`config.mk`:
```
export PLATFORM = sky130hd
export DESIGN_NAME = srird_front
export DESIGN_NICKNAME = d
export VERILOG_FILES = /design/src/sv/srird_pkg.sv /design/src/sv/srird_front.sv
export SDC_FILE = /design/constraint.sdc
export NUM_CORES = 1
export LEC_CHECK = 0
export BUFFER_PORTS_ARGS = -buffer_cell sky130_fd_sc_hd__buf_4
export CAP_MARGIN = 15
export CORE_UTILIZATION = 35
export CTS_CLUSTER_DIAMETER = 200
export DETAILED_ROUTE_END_ITERATION = 7
export GPL_TIMING_DRIVEN = 0
export SLEW_MARGIN = 5
export SYNTH_ARGS = -nofsm -noshare
export SYNTH_HDL_FRONTEND = slang
export SYNTH_SLANG_ARGS = --single-unit
```
`constraint.sdc`:
```
create_clock -name clk -period 3.7 [get_ports clk]
set_input_delay 0.185 -clock clk [delete_from_list [all_inputs] [get_ports clk]]
set_output_delay 0.185 -clock clk [all_outputs]
set_load 0.005 [all_outputs]
```
`src/sv/srird_pkg.sv`:
```
// Shared types, constants and codes for the sparse-run image row decoder.
package srird_pkg;

    // Defaults for the top-level parameters.
    localparam int PALETTE_ENTRIES_DEF = 65536;
    localparam int COORD_BITS_DEF      = 12;

    // Depth of the command queue between the parser and the palette stage.
    localparam int QUEUE_DEPTH = 4;

    // Widths fixed by the request and result fields.
    localparam int INDEX_BITS = 16;
    localparam int COLOR_BITS = 32;
    localparam int FIELD_BITS = 12;

    // Configuration register map (register index taken from paddr[2]).
    localparam int            PADDR_BITS      = 3;
    localparam logic          REG_TOKEN_CHARS = 1'b0;
    localparam logic [1:0]    TOKEN_CHARS_RST = 2'd1;
    localparam logic [1:0]    TOKEN_CHARS_TWO = 2'd2;

    // Operation codes of an input request.
    localparam logic OP_PALETTE_WRITE = 1'b0;
    localparam logic OP_ROW_BYTE      = 1'b1;

    // Character codes the parser recognises.
    localparam logic [7:0] CH_NUL   = 8'h00;
    localparam logic [7:0] CH_TAB   = 8'h09;
    localparam logic [7:0] CH_LF    = 8'h0A;
    localparam logic [7:0] CH_CR    = 8'h0D;
    localparam logic [7:0] CH_SPACE = 8'h20;
    localparam logic [7:0] CH_COMMA = 8'h2C;
    localparam logic [7:0] CH_ZERO  = 8'h30;
    localparam logic [7:0] CH_NINE  = 8'h39;

    // Parser phases.
    typedef enum logic [2:0] {
        PH_SKIP   = 3'd0,
        PH_ROW    = 3'd1,
        PH_GAP    = 3'd2,
        PH_START  = 3'd3,
        PH_COUNT  = 3'd4,
        PH_TOKEN  = 3'd5,
        PH_DONE   = 3'd6,
        PH_TOKEN2 = 3'd7
    } phase_t;

    // One input request.
    typedef struct packed {
        logic                  operation;
        logic [7:0]            row_byte;
        logic                  last_byte;
        logic [INDEX_BITS-1:0] palette_index;
        logic [COLOR_BITS-1:0] palette_color;
    } item_t;

    // One result request.
    typedef struct packed {
        logic [FIELD_BITS-1:0] pixel_row;
        logic [FIELD_BITS-1:0] pixel_column;
        logic [COLOR_BITS-1:0] pixel_color;
    } pixel_t;

    // Command passed from the parser to the palette stage.
    typedef struct packed {
        logic                  is_write;
        logic [INDEX_BITS-1:0] index;
        logic [COLOR_BITS-1:0] color;
        logic [FIELD_BITS-1:0] row;
        logic [FIELD_BITS-1:0] column;
    } cmd_t;

endpackage

```
`src/sv/srird_front.sv`:
```
// Front end: accepts requests, parses row bytes and issues palette commands.
module srird_front
    import srird_pkg::*;
#(
    parameter int COORD_BITS = COORD_BITS_DEF
) (
    input  logic       clk,
    input  logic       rst_n,
    input  logic       accept,
    input  item_t      item,
    input  logic [1:0] token_chars,
    output logic       push,
    output cmd_t       cmd
);

    localparam logic [COORD_BITS-1:0] COORD_MAX = '1;

    phase_t                phase_reg, phase_next;
    logic [COORD_BITS-1:0] row_reg, row_next;
    logic [COORD_BITS-1:0] start_reg, start_next;
    logic [COORD_BITS-1:0] count_reg, count_next;
    logic [COORD_BITS-1:0] pos_reg, pos_next;
    logic [7:0]            first_reg, first_next;

    logic [7:0]            b;
    logic                  is_digit;
    logic                  is_end;
    logic                  do_gap;
    logic                  do_emit;
    logic [INDEX_BITS-1:0] code;
    logic [COORD_BITS:0]   col_sum;
    logic [COORD_BITS:0]   pos_inc;
    logic [COORD_BITS-1:0] col_sat;
    logic [COORD_BITS+FIELD_BITS-1:0] row_wide;
    logic [COORD_BITS+FIELD_BITS-1:0] col_wide;

    // Decimal accumulate with saturation at the largest coordinate.
    function automatic logic [COORD_BITS-1:0] acc_digit(
        input logic [COORD_BITS-1:0] v,
        input logic [7:0]            d
    );
        logic [COORD_BITS+3:0] w;
        logic [COORD_BITS+3:0] n;
        w = {4'b0, v};
        n = (w << 3) + (w << 1) + {{COORD_BITS{1'b0}}, d[3:0]};
        if (n > {4'b0, COORD_MAX})
        begin
            return COORD_MAX;
        end
        return n[COORD_BITS-1:0];
    endfunction

    // Byte classes.
    assign b        = item.row_byte;
    assign is_digit = (b >= CH_ZERO) && (b <= CH_NINE);
    assign is_end   = (b == CH_NUL) || (b == CH_CR) || (b == CH_LF);

    // Pixel coordinates for a token completed by this byte.
    assign col_sum  = {1'b0, start_reg} + {1'b0, pos_reg};
    assign pos_inc  = {1'b0, pos_reg} + {{COORD_BITS{1'b0}}, 1'b1};
    assign col_sat  = col_sum[COORD_BITS] ? COORD_MAX : col_sum[COORD_BITS-1:0];
    assign row_wide = {{FIELD_BITS{1'b0}}, row_reg};
    assign col_wide = {{FIELD_BITS{1'b0}}, col_sat};

    // Parser next state.
    always_comb
    begin
        phase_next = phase_reg;
        row_next   = row_reg;
        start_next = start_reg;
        count_next = count_reg;
        pos_next   = pos_reg;
        first_next = first_reg;
        do_gap     = 1'b0;
        do_emit    = 1'b0;
        code       = {8'b0, b};

        if (item.operation == OP_ROW_BYTE)
        begin
            if (phase_reg == PH_SKIP)
            begin
                phase_next = PH_ROW;
            end
            else if (phase_reg == PH_DONE)
            begin
                phase_next = PH_DONE;
            end
            else if (is_end)
            begin
                phase_next = PH_DONE;
            end
            else
            begin
                unique case (phase_reg)
                    PH_ROW:
                    begin
                        if (is_digit)
                        begin
                            row_next = acc_digit(row_reg, b);
                        end
                        else
                        begin
                            do_gap = 1'b1;
                        end
                    end
                    PH_GAP:
                    begin
                        do_gap = 1'b1;
                    end
                    PH_START:
                    begin
                        if (is_digit)
                        begin
                            start_next = acc_digit(start_reg, b);
                        end
                        else if (b == CH_COMMA)
                        begin
                            count_next = '0;
                            phase_next = PH_COUNT;
                        end
                        else
                        begin
                            phase_next = PH_DONE;
                        end
                    end
                    PH_COUNT:
                    begin
                        if (is_digit)
                        begin
                            count_next = acc_digit(count_reg, b);
                        end
                        else if (b == CH_SPACE)
                        begin
                            pos_next   = '0;
                            phase_next = (count_reg == '0) ? PH_GAP : PH_TOKEN;
                        end
                        else
                        begin
                            phase_next = PH_GAP;
                        end
                    end
                    PH_TOKEN:
                    begin
                        if (token_chars == TOKEN_CHARS_TWO)
                        begin
                            first_next = b;
                            phase_next = PH_TOKEN2;
                        end
                        else
                        begin
                            do_emit = 1'b1;
                        end
                    end
                    PH_TOKEN2:
                    begin
                        code    = {first_reg, b};
                        do_emit = 1'b1;
                    end
                    default:
                    begin
                        phase_next = PH_DONE;
                    end
                endcase

                // A place where a run may begin.
                if (do_gap)
                begin
                    if ((b == CH_SPACE) || (b == CH_TAB))
                    begin
                        phase_next = PH_GAP;
                    end
                    else if (is_digit)
                    begin
                        start_next = {{(COORD_BITS-4){1'b0}}, b[3:0]};
                        phase_next = PH_START;
                    end
                    else if (b == CH_COMMA)
                    begin
                        start_next = '0;
                        count_next = '0;
                        phase_next = PH_COUNT;
                    end
                    else
                    begin
                        phase_next = PH_DONE;
                    end
                end

                // Token complete: advance within the run.
                if (do_emit)
                begin
                    pos_next   = pos_inc[COORD_BITS-1:0];
                    phase_next = (pos_inc >= {1'b0, count_reg}) ? PH_GAP : PH_TOKEN;
                end
            end

            // The marked final byte returns the parser to the start of a row.
            if (item.last_byte)
            begin
                phase_next = PH_SKIP;
                row_next   = '0;
                start_next = '0;
                count_next = '0;
                pos_next   = '0;
                first_next = '0;
            end
        end
    end

    // Command towards the palette stage.
    always_comb
    begin
        cmd.is_write = (item.operation == OP_PALETTE_WRITE);
        cmd.index    = cmd.is_write ? item.palette_index : code;
        cmd.color    = item.palette_color;
        cmd.row      = row_wide[FIELD_BITS-1:0];
        cmd.column   = col_wide[FIELD_BITS-1:0];
        push         = accept && (cmd.is_write || do_emit);
    end

    // Parser state registers.
    always_ff @(posedge clk or negedge rst_n)
    begin
        if (!rst_n)
        begin
            phase_reg <= PH_SKIP;
            row_reg   <= '0;
            start_reg <= '0;
            count_reg <= '0;
            pos_reg   <= '0;
            first_reg <= '0;
        end
        else if (accept)
        begin
            phase_reg <= phase_next;
            row_reg   <= row_next;
            start_reg <= start_next;
            count_reg <= count_next;
            pos_reg   <= pos_next;
            first_reg <= first_next;
        end
    end

endmodule

```
==> metrics.txt, run 1 <==
outcome finished, violations left; failing checks DRC; Distinct cells, synth 72; period utilization 97.0%; Sink Count 59; Post-synth ARST share 100%; Cell Area, Synth 0.00649 mm²; chip width 138 µm; final hold violations 0; CTS tree yes; Vias/cell 5.50; DR DRC count 8; Max rail drop VDD 0.208 mV; Avg WL per Cell 15.7 µm; total grt overflow 0; CP Class flop to flop; fraction of layout cells with a size suffix above 1 21.6%; Nets 1031; # setup viols final 0; worst hold path class input pin to flop; post-layout util 43.7%; CORE AREA 0.0181 mm²; Slew Limit Headroom 33.8%; Post-Synthesis Cells 748; RSZ-0062 raised after global routing no; setup_tns 0 ns; CTS root buf clkbuf_16; slew at the pin closest to its max-slew limit 0.985 ns; Placer Congestion 0.874; largest net degree at the start of global routing 60; Yosys warnings 0; Leakage 0.00387 µW; n_diodes 0; Fillers 1775; Worst setup EP type flop; CTS Buf Count 9; syn avg cell area 8.67 µm²; via count 6054; maxcap violations 0; syn_nets 912; Seq/Total Area, Yosys 22.8%; # rows 49; worst-path maximum fanout 10; clk_skew 0.00842 ns; chip height 138 µm; Max Slew Vio Count 0; Crit path required time 3.88 ns; post-route cell area 0.00791 mm²; PD cells 341 mW/mm²; Starting Density 35.9%; first-pass GRT wire length 28.6 mm; Primary FF master, synth dfrtp_1; DR iter-0 viols 375; Critical Path Start Type flop; Area Overhead vs Synth 21.8%; Total GRT Usage 18.3%; total I/O pin count 137; first drt pass iteration count 7; area of the die 0.0191 mm²; number of enable flip-flop cells after synthesis 0; Routed Antenna Nets 0; WL final 17.3 mm; initial antenna violation count 0; Post-DP Area 0.00756 mm²; maximum clock path buffer count 2; HPWL after DPL 13.7 mm; H-tree lvl count 3; worst skew pair latency 0.33 ns; Reg clk slew, reported paths 0.05 ns; PortBufs 104; crit path DAT 3.77 ns; FMAX 0.279 GHz; number of global-route vias before repair 5749; fin crit period 3.59 ns; Seq cells post-synth 59
-- critical path, stage by stage, from the launching register on --
cell and delay [ns]:
dfrtp_1 0.47, fa_1 0.54, fa_1 0.48, a21oi_1 0.25
o211ai_1 0.18, o41ai_2 0.44, nor4b_1 0.29, o211ai_1 0.19
buf_2 0.24, a211oi_1 0.29, a211oi_1 0.08
-- logic make-up (layout without fill, tap and decap cells) --
family          count (synthesis)  after routing  share of synthesized area, %
fa+ha+maj                     101            101                          20.3
buf+inv                       100            224                          7.83
mux                            10             10                          1.74
xor+xnor                       38             38                          5.13
compound gates                250            250                          27.2
flops                          59             59                          22.8
simple gates                  190            190                          15.0
-- cell type report --
type | instances | area [µm²] | area share (%)
inverter | 43 | 161 | 2.04
clock buffer | 12 | 256 | 3.24
tap | 229 | 287 | 3.62
timing repair buffer | 108 | 813 | 10.3
multi-input combinational | 589 | 4540 | 57.4
clock inverter | 4 | 25.0 | 0.317
buffer | 57 | 348 | 4.40
sequential | 59 | 1480 | 18.7
-- synth_stat cells, types with 6 or more instances --
cell        n  area (µm²)
o21ai_0    48         240
a21o_1     12        90.1
o211ai_1    7        52.6
o21a_1      7        52.6
o31ai_1     9        67.6
nand2b_1    6        37.5
fa_1        7         140
nor2b_1    14        87.6
inv_1      42         158
a31oi_1     6        37.5
a21oi_1    51         255
mux2_2     10         113
buf_4      33         248
a22o_1     15         131
a2bb2oi_1  12         105
xnor2_1    26         228
a221o_1     9        90.1
nor3_1     17        85.1
nand3_1    19        95.1
a211oi_1   31         233
dfrtp_1    59        1480
nand2_1    39         146
xor2_1     12         105
nor2_1     45         169
buf_2       7        35.0
clkbuf_1   16        60.1
ha_1       94        1180
nand3b_1   10        75.1
and3_1     10        62.6
-- per-layer routing --
| layer | wire (µm) | vias up | global-route usage [%] |
|---|---|---|---|
| met5 | 0 | - | 0 |
| met4 | 248 | 0 | 5.14 |
| met3 | 730 | 20 | 2.56 |
| met2 | 8240 | 146 | 31.4 |
| met1 | 8080 | 2869 | 24.0 |
| li1 | - | 3019 | - |
-- through the flow --
step	std cells	hold WS (ns)	setup slack, ns	power [µW]
finish	1101	0.119	0.113	2700
global route	1101	0.139	0.00328	2890
CTS	1098	0.113	0.0438	2720
detailed placement	1081	0.319	-0.160	1920
global placement	1081	0.323	-0.129	1910
floorplan	748	-0.111	0.477	1570
-- path summary, 6_finish.rpt --
path,from,cells after the start,slack [ns],endpoint
min in group asynchronous,rst_n,2,0.50,count_reg[11]
min,item[56],3,0.12,first_reg[7]
max in group asynchronous,rst_n,2,2.69,count_reg[2]
max reg2reg,count_reg[0],10,0.11,count_reg[4]
min reg2reg,first_reg[1],1,0.53,first_reg[1]
max,count_reg[0],10,0.11,count_reg[4]
-- cell usage in the layout, fill, tap and decap left out, types with 19 or more instances in the layout --
cell type / count
a211oi_1: 30
a21oi_1: 50
buf_4: 140
dfrtp_1: 59
ha_1: 94
inv_1: 42
nand2_1: 39
nand3_1: 19
nor2_1: 45
o21ai_0: 48
xnor2_1: 26
-- what timing repair did --
action / 4_1_cts / 5_1_grt
resized for setup: 3 / 4
buffers inserted: 0 / 3
hold buffers: 1 / 0
setup endpoints to repair: 21 / 22
pin swaps: 0 / 3
hold endpoints to repair: 59 / 0
-- report_power, final --
| group | switching, µW | leakage (µW) | internal [µW] |
|---|---|---|---|
| Clock | 299 | 0.000135 | 487 |
| Sequential | 99.5 | 0.000795 | 729 |
| Combinational | 564 | 0.00294 | 519 |
| Total | 963 | 0.00387 | 1730 |
(Power assumes the default switching activity.)
==> inputs of run 2 (changes only) <==
--- a/config.mk
+++ b/config.mk
@@ -11,6 +11,7 @@
 export CTS_CLUSTER_DIAMETER = 200
 export DETAILED_ROUTE_END_ITERATION = 7
 export GPL_TIMING_DRIVEN = 0
+export RECOVER_POWER = 25
 export SLEW_MARGIN = 5
 export SYNTH_ARGS = -nofsm -noshare
 export SYNTH_HDL_FRONTEND = slang
==> metrics.txt, run 2 (synthesis results as in run 1) <==
HPWL after DPL 13.7 mm; clk_skew 0.00758 ns; PortBufs 104; Critical Path Start count_reg[0]; Placer Congestion 0.874; Routed Antenna Nets 0; DR DRC count 8; Slew Limit Headroom -3.16%; pre-CTS setup slack -0.160 ns; worst-path maximum fanout 10; maxcap violations 1; number of global-route vias before repair 5749; HP Start item[56]; worst hold path class input pin to flop; n_diodes 0; Critical Path Start Type flop; outcome finished, violations left; first-pass GRT wire length 28.6 mm; Setup WS post-layout 0.115 ns; chip height 138 µm; post-layout util 43.7%; worst skew pair latency 0.33 ns; setup_tns 0 ns; Area Overhead vs Synth 21.8%; # rows 49; Worst setup EP type flop; initial antenna violation count 0; FMAX 0.279 GHz; fin crit period 3.59 ns; worst reg2reg startpoint count_reg[0]; Max rail drop VDD 0.208 mV; slew at the pin closest to its max-slew limit 1.55 ns; Avg WL per Cell 15.7 µm; Vias/cell 5.48; H-tree lvl count 3; Starting Density 35.9%; CP Class flop to flop; first drt pass iteration count 8; CTS root buf clkbuf_16; failing checks DRC, capacitance limit, slew limit; total I/O pin count 137; CP Cell Sequence fa_1 > fa_1 > a21oi_1 > o211ai_1 > o41ai_2 > nor4b_1 > o211ai_1 > buf_2 > a211oi_1 > a211oi_1; CTS Buf Count 9; period utilization 96.9%; WL final 17.3 mm; largest net degree at the start of global routing 60; RSZ-0062 raised after global routing no; total grt overflow 0; post-route insts no fill 1101; area of the die 0.0191 mm²; Sink Count 59; commonest non-fill, non-tap cell in the layout buf_4; most frequent cells in the layout buf_4 (95), ha_1 (94), dfrtp_1 (59), a21oi_1 (50), o21ai_0 (48); CTS tree yes; placed cell count 1081; CP max stage cell fa_1; CORE AREA 0.0181 mm²; Max Slew Vio Count 60; crit path DAT 3.77 ns; DR iter-0 viols 390; # setup viols final 0; Nets 1031; via count 6034; Crit path largest cell delay 0.54 ns; chip width 138 µm; Leakage 0.00385 µW; post-route cell area 0.00790 mm²; PD cells 341 mW/mm²; Reg clk slew, reported paths 0.05 ns; maximum clock path buffer count 2; Total GRT Usage 18.3%; final hold violations 0; fraction of layout cells with a size suffix above 1 21.6%; Crit path required time 3.88 ns; Post-DP Area 0.00756 mm²
==> run 2: cell type report <==
type,instances,area (µm²)
fillers,1776,10200
plain buffers,57,348
repair buffers,108,811
clock buffers,12,256
multi-input cells,589,4540
clock inverters,4,25.0
flip-flops and latches,59,1480
well taps,229,287
inverters,43,161
==> run 2: through the flow <==
step,power [µW],hold WS [ns]
floorplan,1570,-0.111
global placement,1910,0.323
detailed placement,1920,0.319
CTS,2720,0.113
global route,2880,0.139
finish,2690,0.120
==> run 2: routing by layer <==
metal | part of all wire, % | track usage [%]
met1 | 47 | 24.0
met2 | 48 | 31.4
met3 | 3.7 | 2.56
met4 | 1.4 | 5.14
met5 | 0 | 0
==> run 2: path summary, 6_finish.rpt <==
kind | to | slack, ns | cells after the start
min reg2reg | first_reg[1] | 0.53 | 1
max in group asynchronous | count_reg[2] | 1.99 | 2
max | count_reg[4] | 0.11 | 10
min in group asynchronous | count_reg[11] | 0.80 | 2
min | first_reg[7] | 0.12 | 3
max reg2reg | count_reg[4] | 0.11 | 10
==> run 2: report_power, final <==
group          total (µW)  switching (µW)  internal (µW)
Combinational        1080             565            514
Sequential            828            98.9            729
Clock                 788             301            487
==> run 2: timing repair <==
action,in CTS,in global routing
resized for setup,3,4
setup endpoints to repair,21,22
pin swaps,0,3
hold buffers,1,0
hold endpoints to repair,59,0
buffers inserted,0,3
cloned,0,0
==> run 2: worst max-delay path: cells and delay by family (launching register included) <==
kind	cells	cell delay, ns
buf+inv	1	0.24
fa+ha+maj	2	1.02
flops	1	0.47
simple gates	1	0.29
compound gates	6	1.43
