$ cat src/sv/srird_pkg.sv
// Shared types, constants and codes for the sparse-run image row decoder.
package srird_pkg;

    // Defaults for the top-level parameters.
    localparam int PALETTE_ENTRIES_DEF = 65536;
    localparam int COORD_BITS_DEF      = 12;

    // Depth of the command queue between the parser and the palette stage.
    localparam int QUEUE_DEPTH = 4;

    // Widths fixed by the request and result fields.
    localparam int INDEX_BITS = 16;
    localparam int COLOR_BITS = 32;
    localparam int FIELD_BITS = 12;

    // Configuration register map (register index taken from paddr[2]).
    localparam int            PADDR_BITS      = 3;
    localparam logic          REG_TOKEN_CHARS = 1'b0;
    localparam logic [1:0]    TOKEN_CHARS_RST = 2'd1;
    localparam logic [1:0]    TOKEN_CHARS_TWO = 2'd2;

    // Operation codes of an input request.
    localparam logic OP_PALETTE_WRITE = 1'b0;
    localparam logic OP_ROW_BYTE      = 1'b1;

    // Character codes the parser recognises.
    localparam logic [7:0] CH_NUL   = 8'h00;
    localparam logic [7:0] CH_TAB   = 8'h09;
    localparam logic [7:0] CH_LF    = 8'h0A;
    localparam logic [7:0] CH_CR    = 8'h0D;
    localparam logic [7:0] CH_SPACE = 8'h20;
    localparam logic [7:0] CH_COMMA = 8'h2C;
    localparam logic [7:0] CH_ZERO  = 8'h30;
    localparam logic [7:0] CH_NINE  = 8'h39;

    // Parser phases.
    typedef enum logic [2:0] {
        PH_SKIP   = 3'd0,
        PH_ROW    = 3'd1,
        PH_GAP    = 3'd2,
        PH_START  = 3'd3,
        PH_COUNT  = 3'd4,
        PH_TOKEN  = 3'd5,
        PH_DONE   = 3'd6,
        PH_TOKEN2 = 3'd7
    } phase_t;

    // One input request.
    typedef struct packed {
        logic                  operation;
        logic [7:0]            row_byte;
        logic                  last_byte;
        logic [INDEX_BITS-1:0] palette_index;
        logic [COLOR_BITS-1:0] palette_color;
    } item_t;

    // One result request.
    typedef struct packed {
        logic [FIELD_BITS-1:0] pixel_row;
        logic [FIELD_BITS-1:0] pixel_column;
        logic [COLOR_BITS-1:0] pixel_color;
    } pixel_t;

    // Command passed from the parser to the palette stage.
    typedef struct packed {
        logic                  is_write;
        logic [INDEX_BITS-1:0] index;
        logic [COLOR_BITS-1:0] color;
        logic [FIELD_BITS-1:0] row;
        logic [FIELD_BITS-1:0] column;
    } cmd_t;

endpackage

$ cat src/sv/srird_queue.sv
// Short command queue between the parser and the palette stage.
module srird_queue
    import srird_pkg::*;
(
    input  logic clk,
    input  logic rst_n,
    input  logic push,
    input  cmd_t push_cmd,
    input  logic pop,
    output logic full,
    output logic head_valid,
    output cmd_t head_cmd
);

    localparam int PTR_BITS = $clog2(QUEUE_DEPTH);
    localparam int CNT_BITS = $clog2(QUEUE_DEPTH + 1);
    localparam logic [CNT_BITS-1:0] CNT_FULL = CNT_BITS'(QUEUE_DEPTH);

    cmd_t                entry_reg [QUEUE_DEPTH];
    logic [PTR_BITS-1:0] wr_ptr_reg, wr_ptr_next;
    logic [PTR_BITS-1:0] rd_ptr_reg, rd_ptr_next;
    logic [CNT_BITS-1:0] count_reg, count_next;

    assign full       = (count_reg == CNT_FULL);
    assign head_valid = (count_reg != '0);
    assign head_cmd   = entry_reg[rd_ptr_reg];

    // Pointer and fill count update.
    always_comb
    begin
        wr_ptr_next = push ? wr_ptr_reg + 1'b1 : wr_ptr_reg;
        rd_ptr_next = pop ? rd_ptr_reg + 1'b1 : rd_ptr_reg;
        count_next  = count_reg;
        if (push && !pop)
        begin
            count_next = count_reg + 1'b1;
        end
        else if (pop && !push)
        begin
            count_next = count_reg - 1'b1;
        end
    end

    always_ff @(posedge clk or negedge rst_n)
    begin
        if (!rst_n)
        begin
            wr_ptr_reg <= '0;
            rd_ptr_reg <= '0;
            count_reg  <= '0;
        end
        else
        begin
            wr_ptr_reg <= wr_ptr_next;
            rd_ptr_reg <= rd_ptr_next;
            count_reg  <= count_next;
        end
    end

    // Entry storage.
    always_ff @(posedge clk)
    begin
        if (push)
        begin
            entry_reg[wr_ptr_reg] <= push_cmd;
        end
    end

endmodule

$ cat config.mk
export PLATFORM = sky130hd
export DESIGN_NAME = srird_queue
export DESIGN_NICKNAME = d
export VERILOG_FILES = /design/src/sv/srird_pkg.sv /design/src/sv/srird_queue.sv
export SDC_FILE = /design/constraint.sdc
export NUM_CORES = 1
export LEC_CHECK = 0
export ABC_AREA = 0
export CORE_ASPECT_RATIO = 1.2
export CORE_MARGIN = 2
export CORE_UTILIZATION = 30
export DETAILED_ROUTE_END_ITERATION = 7
export DONT_BUFFER_PORTS = 1
export GPL_TIMING_DRIVEN = 0
export PLACE_DENSITY = 0.48
export REMOVE_ABC_BUFFERS = 1
export SLEW_MARGIN = 5
export SYNTH_ARGS = -nofsm -noshare
export SYNTH_HDL_FRONTEND = slang
export SYNTH_SLANG_ARGS = --single-unit
$ cat constraint.sdc
create_clock -name clk -period 5.3 [get_ports clk]
set_input_delay 0.53 -clock clk [delete_from_list [all_inputs] [get_ports clk]]
set_output_delay 0.53 -clock clk [all_outputs]
set_load 0.01 [all_outputs]
==> implementation parameters, run 1 <==
Parameter                              Value

Critical path
  Worst setup path category ... register to output port
  Worst path arrival time ... 2.28 ns
  Data required, critical path ... 4.77 ns
  Kind of start point of the critical path ... register
  Critical Path Fanout Max ... 26
  Crit path capture type ... output port
  Number of cells traversed by the worst register-to-register path ... 4

Pwr
  P per Cell Area ... 568 nW/um2
  Max rail drop VDD ... 0.344 mV
  Total power ... 7.17 mW
  Reported leakage power ... 3.94 nW

Finish
  Final layout net count ... 521
  Count of fill cells added during filler insertion ... 3277
  Final Core Density ... 35.1%
  Fraction of final layout cells with drive strength greater than 1 ... 29.2%
  Antenna Cells ... 0
  Layout area overhead ... 15.6%
  Highest-count cells in the layout ignoring fill and taps ... 292 x edfxtp_1, 73 x mux4_2, 29 x clkbuf_16, 8 x clkinv_2
  Most common cell after layout, fill and taps aside ... edfxtp_1
  Number of flip-flops in the largest register ... 292
  Post-route insts no fill ... 927

Min path
  Worst min path class ... input pin to register
  Worst hold path cell count ... 1

Timing
  Fraction of the cycle the final worst path needs ... 53.1%
  Maximum operating frequency ... 355 MHz
  Setup clock skew after layout ... 0.0126 ns
  Unrepaired setup endpoints after global routing ... no
  Number of hold violations in the final report ... 0
  Tmin final ... 2.81 ns
  Measured slew at the worst slew-check pin ... 0.668 ns
  Final setup vio count ... 0
  Max Slew Vio Count ... 0
  Worst slew margin ... 55.5%

Die
  Overall die area ... 38000 um2
  Die boundary width ... 178 um
  Number of core rows ... 76
  Number of top-level pins ... 152
  Die Height ... 213 um
  Starting Density ... 30.4%
  Floorplan core area ... 35900 um2

Yosys
  Share of synthesized area spent on multiplexers ... 15.2%
  Largest family of logic cells by synthesized area ... multiplexers
  Adder-Cell Fraction of Synth Area ... 0.756%
  Fraction of post-synthesis cell area in the top cell type by area ... 80.3%
  Largest cells by area after synthesis ... edfxtp_1 80%, mux4_2 15%, dfrtp_1 1.6%
  Mean post-synth cell area ... 26.3 um2
  Unique cell type count in the Yosys netlist ... 19
  Sequential element share of the synthesized area ... 81.9%
  YS warnings ... 0
  Most area-hungry cell type in the Yosys netlist ... edfxtp_1
  #FFs+latches synth ... 299
  Mapped cell area ... 10900 um2
  Area fraction in compound gates after synthesis ... 0.0458%
  Xor/xnor share of the synthesized area ... 0.481%
  Post-Synth Simple-Gate Area ... 0.458%
  Cell count after synthesis ... 415

Drt
  Routed length on met3 ... 1560 um
  Count of routing violations after the opening detailed-route iteration ... 211
  Total number of vias ... 4260
  Met2 routed wirelength ... 10900 um
  Total detailed-routing wirelength ... 20300 um
  Antenna Nets Post-Route ... 0
  Avg Vias per Cell ... 4.60
  Drt pass-1 iters ... 4
  Met1 WL ... 7450 um
  Uppermost metal layer occupied by signal nets ... met4
  Final routed DRC violation total ... 0
  Detailed-route wire length per cell ... 21.9 um

Clocking
  Insertion delay of the later-clocked pin in the worst-skew pair ... 0.55 ns
  CTS tree ... built
  Number of cells upsized or downsized after cts ... 0
  H-tree level count ... 1
  Clock-pin slew reported for the worst setup and hold paths after clock tree synthesis ... 0.06 ns
  Number of buffers between clock root and the deepest sink ... 3
  Root Driver ... clkbuf_16
  Number of clock sinks seen by CTS ... 299
  TritonCTS buffer count ... 29

GRT
  Total global routing overflow ... 0
  Antenna violations before repair ... 0
  First-pass GRT wire length ... 29900 um
  All-Layer GR Usage ... 10.7%
  Number of global-route vias before repair ... 4823
  Largest net degree at the start of global routing ... 48

Placement
  Global placer's final weighted congestion ... 0.675
  Half-perimeter wire length after placement ... 12100 um
  Total instance count after detailed placement ... 874
  Buffers on Ports ... 0

Outcome
  Status ... complete, no violations

Flow run
  Max capacitance violation total ... 0
[synth_stat cells]
master / instances
and2_1: 4
or3_1: 1
buf_4: 2
inv_1: 4
ha_1: 5
xor2_1: 4
dfrtp_1: 7
nand2_1: 2
fa_1: 1
nor3b_1: 1
edfxtp_1: 292
mux4_2: 73
mux2_2: 1
xnor2_1: 2
o21ai_0: 1
buf_2: 7
clkbuf_1: 1
buf_6: 6
nor2_1: 1
[per-layer routing]
metal | vias to the layer above | global-route usage (%)
met5 | - | 0
met2 | 109 | 19.2
li1 | 1825 | -
met4 | 0 | 3.42
met1 | 2296 | 12.0
met3 | 30 | 3.51
[stage by stage]
| stage | setup WS [ns] | hold slack [ns] | instance area [um2] | setup TNS (ns) |
|---|---|---|---|---|
| floorplan | 1.15 | 0.234 | 10800 | 0 |
| global placement | -0.332 | 0.235 | 11400 | -21.01 |
| detailed placement | 2.98 | 0.235 | 11600 | 0 |
| CTS | 2.38 | 0.0257 | 12600 | 0 |
| global route | 2.32 | 0.0373 | 12600 | 0 |
| finish | 2.49 | 0.0646 | 12600 | 0 |
[cell type report]
cell class / count / area [um2] / area share [%]
clock inverter: 20 / 284 / 2.25
multi-input combinational: 96 / 1860 / 14.7
timing repair buffer: 8 / 203 / 1.60
clock buffer: 32 / 737 / 5.83
sequential: 299 / 8950 / 70.9
inverter: 4 / 15.0 / 0.119
tap: 468 / 586 / 4.64
[power by group]
group,internal [mW],switching (mW),leakage (nW)
Sequential,3.10,0.210,2.76
Clock,1.34,0.832,0.507
Combinational,0.740,0.955,0.671
Total,5.18,2.00,3.94
[critical path, stage by stage, from the launching register on]
cell and delay [ns]:
dfrtp_4 0.78, buf_16 0.30, mux4_2 0.63
[worst paths after layout]
check                                   start                to  slack, ns
worst max-delay path            rd_ptr_reg[0]      head_cmd[45]       2.49
worst min-delay path                      pop     rd_ptr_reg[0]       0.06
worst max register to register  wr_ptr_reg[0]  entry_reg[2][55]       3.34
worst min register to register   count_reg[2]      count_reg[2]       0.49
max in group asynchronous               rst_n     rd_ptr_reg[0]       4.66
min in group asynchronous               rst_n     wr_ptr_reg[1]       0.33
[timing repair]
item	in CTS	in global routing
hold buffers	1	0
setup buffers	0	0
hold endpoints to repair	7	0
[kinds of logic after synthesis]
family | after synthesis
DFF | 299
muxes | 74
buffers and inverters | 20
and+or+nand+nor | 9
xor gates and xnor gates | 6
adders and majority gates | 6
AOI/OAI and AO/OA | 1
(Power assumes the default switching activity.)
==> run 2, diff against run 1 <==
Settings changed: ABC_AREA 0 to 1.
Clock period 5.3 ns to 2.6 ns, I/O delays scaled along.
==> run 2 against run 1 <==
- die area up 11%
- global-route usage rose by 1.1 points
- largest cell class unchanged
- via count rose by 56%
- worst setup slack worse by 2.3 ns
- sequential cell count unchanged
- sequential power is 98% higher
- area after synthesis increased by 11%
- critical path depth rose by 3
- register-to-register slack got worse by 2.6 ns
- design area rose by 14%
- power grew 120%
- cell count is 64% higher
==> implementation parameters, run 2 <==
Parameter                              Value

Critical path
  Data required, critical path ... 2.34 ns (was 4.77 ns)
  Number of cells traversed by the worst register-to-register path ... 5 (was 4)
  Worst path arrival time ... 2.11 ns (was 2.28 ns)
  Crit path buffers/inverters ... 3 (was 1)
  Crit path capture type ... output port (unchanged)
  Critical Path Fanout Max ... 42 (was 26)
  Kind of start point of the critical path ... register (unchanged)
  Family with the most delay on the worst path ... buffers and inverters (was flip-flops)
  Critical path cell sequence ... buf_16 -> inv_16 -> buf_16 -> o211ai_1 -> nand2_1 (was buf_16 -> mux4_2)
  Peak per-stage delay on the critical path ... 0.50 ns (was 0.78 ns)
  RR Endpoint ... entry_reg[1][53] (was entry_reg[2][55])
  Slack of the worst reg-to-reg path ... 0.72 ns (was 3.34 ns)
  Worst setup path category ... register to output port (unchanged)
  FF-to-FF Start ... wr_ptr_reg[1] (was wr_ptr_reg[0])
  Highest-delay cell along the critical path ... dfrtp_4 (unchanged)
  Cell occurring most often along the worst timing path ... buf_16

Drt
  Final routed DRC violation total ... 0 (unchanged)
  Avg Vias per Cell ... 4.37 (was 4.60)
  Detailed-route wire length per cell ... 16.4 um (was 21.9 um)
  Count of routing violations after the opening detailed-route iteration ... 258 (was 211)
  Total detailed-routing wirelength ... 25000 um (was 20300 um)
  Drt pass-1 iters ... 4 (unchanged)
  Antenna Nets Post-Route ... 0 (unchanged)
  Met2 routed wirelength ... 12700 um (was 10900 um)
  Routed length on met3 ... 1150 um (was 1560 um)
  Total number of vias ... 6655 (was 4260)
  Uppermost metal layer occupied by signal nets ... met4 (unchanged)
  Met1 WL ... 10500 um (was 7450 um)

Yosys
  YS warnings ... 0 (unchanged)
  Largest cells by area after synthesis ... edfxtp_1 72%, o211ai_1 9.0%, nand2_1 7.2% (was edfxtp_1 80%, mux4_2 15%, dfrtp_1 1.6%)
  Unique cell type count in the Yosys netlist ... 20 (was 19)
  Share of flip-flops with an asynchronous set or reset after synthesis ... 2.34% (unchanged)
  Count leader, synth ... edfxtp_1 (unchanged)
  Cell count after synthesis ... 901 (was 415)
  #FFs+latches synth ... 299 (unchanged)
  Post-synth top flop ... edfxtp_1 (unchanged)
  Mean post-synth cell area ... 13.4 um2 (was 26.3 um2)
  Sequential element share of the synthesized area ... 73.9% (was 81.9%)
  Leading cell types by count after synthesis ... 292 x edfxtp_1, 233 x nand2_1, 158 x inv_1 (was 292 x edfxtp_1, 73 x mux4_2, 7 x buf_2, 7 x dfrtp_1, 6 x buf_6)
  Number of flops mapped to enable cells by yosys ... 292 (unchanged)
  Most area-hungry cell type in the Yosys netlist ... edfxtp_1 (unchanged)
  Mapped cell area ... 12100 um2 (was 10900 um2)
  Fraction of post-synthesis cell area in the top cell type by area ... 72.4% (was 80.3%)

Clocking
  Number of clock sinks seen by CTS ... 299 (unchanged)
  Insertion delay of the later-clocked pin in the worst-skew pair ... 0.55 ns (about the same)
  TritonCTS buffer count ... 30 (was 29)
  Clock-pin slew reported for the worst setup and hold paths after clock tree synthesis ... 0.06 ns (about the same)
  Root Driver ... clkbuf_16 (unchanged)
  H-tree level count ... 1 (unchanged)
  Number of buffers between clock root and the deepest sink ... 3 (unchanged)
  CTS tree ... built (unchanged)

Placement
  Global placer's final weighted congestion ... 0.655 (was 0.675)
  Placed inst area ... 12600 um2 (was 11600 um2)
  Buffers on Ports ... 0 (unchanged)
  Half-perimeter wire length after placement ... 13600 um (was 12100 um)
  Worst slack after detailed placement ... 0.112 ns (was 2.98 ns)

GRT
  Antenna violations before repair ... 0 (unchanged)
  Number of global-route vias before repair ... 6658 (was 4823)
  All-Layer GR Usage ... 11.8% (was 10.7%)
  Total global routing overflow ... 0 (unchanged)
  Largest net degree at the start of global routing ... 97 (was 48)
  First-pass GRT wire length ... 38100 um (was 29900 um)

Finish
  Most common cell after layout, fill and taps aside ... edfxtp_1 (unchanged)
  Final design instance area without fill ... 14400 um2 (was 12600 um2)
  Final layout net count ... 1056 (was 521)
  Antenna Cells ... 0 (unchanged)
  Layout area overhead ... 18.7% (was 15.6%)
  Highest-count cells in the layout ignoring fill and taps ... 292 x edfxtp_1, 232 x nand2_1, 153 x inv_1, 145 x o211ai_1, 76 x dlygate4sd3_1 (was 292 x edfxtp_1, 73 x mux4_2, 29 x clkbuf_16, 8 x clkinv_2)
  Fraction of final layout cells with drive strength greater than 1 ... 6.07% (was 29.2%)
  Final Core Density ... 36.2% (was 35.1%)
  Number of flip-flops in the largest register ... 292 (unchanged)

Die
  Number of core rows ... 80 (was 76)
  Number of top-level pins ... 152 (unchanged)
  Floorplan core area ... 39700 um2 (was 35900 um2)
  Starting Density ... 30.5% (was 30.4%)
  Die Height ... 224 um (was 213 um)
  Overall die area ... 42000 um2 (was 38000 um2)
  Die boundary width ... 187 um (was 178 um)

Timing
  Max Slew Vio Count ... 0 (unchanged)
  PnR worst setup slack ... 0.235 ns (was 2.49 ns)
  Worst slew margin ... 58.7% (was 55.5%)
  Tmin final ... 2.37 ns
  Maximum operating frequency ... 423 MHz
  Measured slew at the worst slew-check pin ... 0.619 ns (was 0.668 ns)
  Unrepaired setup endpoints after global routing ... no (unchanged)
  Final setup vio count ... 0 (unchanged)
  Fraction of the cycle the final worst path needs ... 91.0%
  Setup clock skew after layout ... 0.0104 ns (was 0.0126 ns)
  Number of hold violations in the final report ... 0 (unchanged)

Outcome
  Status ... complete, no violations (unchanged)

Pwr
  P per Cell Area ... 1080 nW/um2 (was 568 nW/um2)
  Max rail drop VDD ... 0.594 mV (was 0.344 mV)
  Reported leakage power ... 5.38 nW (was 3.94 nW)

Min path
  Worst min path class ... input pin to async pin (was input pin to register)

Flow run
  Max capacitance violation total ... 0 (unchanged)
==> run 2: cell types whose count changed after synthesis, moves of 2 or more <==
cell      delta
buf_6       +21
inv_1      +154
buf_12       +2
buf_2       +11
mux4_2      -73
nand2_1    +231
and2_1       -4
o211ai_1   +145
==> run 2: stage by stage <==
stage | hold slack [ns] | power [mW] | setup TNS (ns) | instances
after floorplan | -0.0356 | 9.34 | -219.59 | 851
after global placement | -0.0354 | 10.2 | -799.42 | 1384
after detailed placement | -0.0354 | 11.5 | 0 | 1393
after CTS | 0.00768 | 15.9 | 0 | 1521
after global routing | 0.0543 | 16.6 | 0 | 1522
final | 0.0527 | 15.6 | 0 | 1522
==> run 2: cell families after synthesis <==
kind of cell	share of synthesized area, %
xor+xnor	0.289
buf+inv	8.61
flops	73.9
fa+ha+maj	0.682
compound gates	9.14
simple gates	7.39
==> run 2: layout make-up <==
type                       count  area, um2
clock buffer                  39        806
clock inverter                 9       97.6
fill                        3823      25400
inverter                     158        619
multi-input combinational    394       2120
sequential                   299       8950
tap                          533        667
timing repair buffer          90       1110
==> run 2: per-layer routing <==
layer | global-route usage, % | up-vias
met2 | 21.1 | 121
met1 | 14.2 | 3233
met3 | 2.30 | 34
met5 | 0 | -
met4 | 3.97 | 0
li1 | - | 3267
==> run 2: worst reg2reg max path, stage by stage, from the launching register on <==
cell	delay (ns)
dfrtp_1	0.40
inv_1	0.11
ha_1	0.15
nand2_1	0.08
inv_4	0.46
buf_16	0.34
==> run 2: timing repair <==
action | CTS | global route
hold buffers | 76 | 0
endpoints found under the hold margin | 305 | 0
buffers inserted | 4 | 0
cloned | 0 | 1
endpoints found under the setup margin | 73 | 10
gates resized for setup | 5 | 0
==> run 2: worst max path at each step <==
stage          slack (ns)            to     startpoint  cells after the start
2_1_floorplan       -2.94   head_cmd[0]  rd_ptr_reg[0]                      2
3_3_place_gp        -5.39  head_cmd[65]  rd_ptr_reg[0]                      2
3_5_place_dp         0.11  head_cmd[65]  rd_ptr_reg[1]                      5
4_1_cts              0.09  head_cmd[47]  rd_ptr_reg[0]                      5
5_1_grt              0.08  head_cmd[47]  rd_ptr_reg[0]                      5
6_report             0.23  head_cmd[67]  rd_ptr_reg[1]                      5
==> run 2: where the power goes <==
| group | internal, mW | switching, mW | leakage (nW) |
|---|---|---|---|
| clock | 2.35 | 1.67 | 0.437 |
| sequential | 6.31 | 0.260 | 2.76 |
| combinational | 1.50 | 3.48 | 2.18 |
| total | 10.2 | 5.41 | 5.38 |
==> run 3, diff against run 2 <==
Settings changed: ABC_AREA 1 to default.
==> run 3 against run 2 <==
- power is 4.8% lower
- worst setup slack lost 0.052 ns
- highest routed layer unchanged
- routed wire length shrank 18%
- critical endpoint is now head_cmd[45]
- clock power increased by 10%
- via count decreased by 31%
- design area fell by 6.7%
- combinational power decreased by 26%
- first-iteration DRC count fell by 21%
- count of clock-buffer cells in the layout fell by 7
- hold slack lost 0.015 ns
==> implementation parameters, run 3 (synthesis results as in run 1) <==
Parameter                              Value

GRT
  Largest net degree at the start of global routing ... 48 (was 97)
  Antenna violations before repair ... 1 (was 0)
  Number of global-route vias before repair ... 5077 (was 6658)
  First-pass GRT wire length ... 30600 um (was 38100 um)
  All-Layer GR Usage ... 10.9% (was 11.8%)
  Total global routing overflow ... 0 (unchanged)

Drt
  Drt pass-1 iters ... 4 (unchanged)
  Final routed DRC violation total ... 0 (unchanged)
  Total number of vias ... 4569 (was 6655)
  Antenna Nets Post-Route ... 0 (unchanged)
  Count of routing violations after the opening detailed-route iteration ... 205 (was 258)
  Total detailed-routing wirelength ... 20600 um (was 25000 um)
  Detailed-route wire length per cell ... 20.5 um (was 16.4 um)
  Avg Vias per Cell ... 4.55 (was 4.37)

Timing
  Unrepaired setup endpoints after global routing ... no (unchanged)
  Setup clock skew after layout ... 0.0147 ns (was 0.0104 ns)
  Measured slew at the worst slew-check pin ... 0.657 ns (was 0.619 ns)
  Maximum operating frequency ... 414 MHz (was 423 MHz)
  Max Slew Vio Count ... 0 (unchanged)
  Final setup vio count ... 0 (unchanged)
  PnR worst setup slack ... 0.182 ns (was 0.235 ns)
  Tmin final ... 2.42 ns (was 2.37 ns)
  Fraction of the cycle the final worst path needs ... 93.0% (was 91.0%)
  Hold_ws ... 0.0373 ns (was 0.0527 ns)
  Worst slew margin ... 56.2% (was 58.7%)
  Number of hold violations in the final report ... 0 (unchanged)

Critical path
  Data required, critical path ... 2.34 ns (about the same)
  Kind of start point of the critical path ... register (unchanged)
  Worst path arrival time ... 2.16 ns (was 2.11 ns)
  Worst setup path category ... register to output port (unchanged)
  Crit path capture type ... output port (unchanged)
  Critical Path Fanout Max ... 26 (was 42)

Finish
  Count of fill cells added during filler insertion ... 3228 (was 3823)
  Most common cell after layout, fill and taps aside ... edfxtp_1 (unchanged)
  Highest-count cells in the layout ignoring fill and taps ... 292 x edfxtp_1, 76 x dlygate4sd3_1, 73 x mux4_2, 29 x clkbuf_16 (was 292 x edfxtp_1, 232 x nand2_1, 153 x inv_1, 145 x o211ai_1, 76 x dlygate4sd3_1)
  Number of flip-flops in the largest register ... 292 (unchanged)
  Fraction of final layout cells with drive strength greater than 1 ... 25.2% (was 6.07%)
  Layout area overhead ... 22.8% (was 18.7%)
  Final layout net count ... 597 (was 1056)

Clocking
  Insertion delay of the later-clocked pin in the worst-skew pair ... 0.55 ns (about the same)
  Number of cells upsized or downsized after cts ... 0 (was 5)
  Number of clock sinks seen by CTS ... 299 (unchanged)
  TritonCTS buffer count ... 29 (was 30)
  CTS tree ... built (unchanged)
  Clock-pin slew reported for the worst setup and hold paths after clock tree synthesis ... 0.06 ns (about the same)
  Root Driver ... clkbuf_16 (unchanged)
  Number of buffers between clock root and the deepest sink ... 3 (unchanged)
  H-tree level count ... 1 (unchanged)

Flow run
  Max capacitance violation total ... 0 (unchanged)

Pwr
  Reported leakage power ... 4.27 nW (was 5.38 nW)
  P per Cell Area ... 1110 nW/um2 (was 1080 nW/um2)
  Max rail drop VDD ... 0.701 mV (was 0.594 mV)

Placement
  Buffers on Ports ... 0 (unchanged)
  Worst slack after detailed placement ... 0.554 ns (was 0.112 ns)
  Global placer's final weighted congestion ... 0.675 (was 0.655)
  Half-perimeter wire length after placement ... 12100 um (was 13600 um)

Min path
  Worst min path class ... input pin to register (was input pin to async pin)

Die
  Starting Density ... 30.4% (was 30.5%)
  Floorplan core area ... 35900 um2 (was 39700 um2)
  Number of core rows ... 76 (was 80)
  Number of top-level pins ... 152 (unchanged)
  Overall die area ... 38000 um2 (was 42000 um2)
  Die boundary width ... 178 um (was 187 um)
  Die Height ... 213 um (was 224 um)

Outcome
  Status ... complete, no violations (unchanged)
-- run 3: final cells by class --
class	instances	area (um2)	area share, %
multi-input combinational	96	1860	13.8
clock buffer	32	737	5.49
tap	468	586	4.37
antenna	1	2.50	0.0187
inverter	4	15.0	0.112
sequential	299	8950	66.7
timing repair buffer	84	981	7.31
clock inverter	20	284	2.12
-- run 3: final timing paths --
kind                               start          endpoint  slack (ns)  cells past startpoint
hold / removal                       pop      count_reg[0]        0.04                      3
min in group asynchronous          rst_n     wr_ptr_reg[1]        0.05                      1
setup reg to reg           wr_ptr_reg[0]  entry_reg[2][11]        0.65                      4
hold reg to reg             count_reg[2]      count_reg[2]        0.49                      1
max in group asynchronous          rst_n     rd_ptr_reg[0]        2.25                      1
setup / recovery           rd_ptr_reg[0]      head_cmd[45]        0.18                      2
-- run 3: what timing repair did --
action                     4_1_cts  5_1_grt
hold endpoints to repair       304        0
buffers inserted                 1        0
setup endpoints to repair       41        0
hold buffers                    76        0
-- run 3: power by group --
group | internal (mW) | leakage, nW | switching (mW) | total [mW]
clock | 2.73 | 0.507 | 1.70 | 4.43
combinational | 1.63 | 0.997 | 2.06 | 3.69
sequential | 6.31 | 2.76 | 0.392 | 6.70
-- run 3: worst max-delay path: stages, from the launching register on --
cell,delay [ns]
dfrtp_4,0.67
buf_16,0.28
mux4_2,0.62
-- run 3: routing by layer --
layer,vias up,track usage (%),wire length (um)
li1,1986,-,-
met1,2441,12.6,7840
met2,114,19.7,11100
met3,28,2.74,1250
met4,0,3.42,405
met5,-,0,0
-- run 3: through the flow --
step | instance area, um2 | util (%) | setup TNS (ns) | std cells | power (mW)
after floorplan | 10800 | - | -134.69 | 399 | 9.32
after global placement | 11400 | 31.7 | -703.23 | 867 | 9.77
after detailed placement | 11600 | 32.3 | 0 | 874 | 10.5
after CTS | 13400 | 37.3 | 0 | 1003 | 15.2
after global routing | 13400 | 37.3 | 0 | 1004 | 15.6
final | 13400 | 37.3 | 0 | 1004 | 14.8
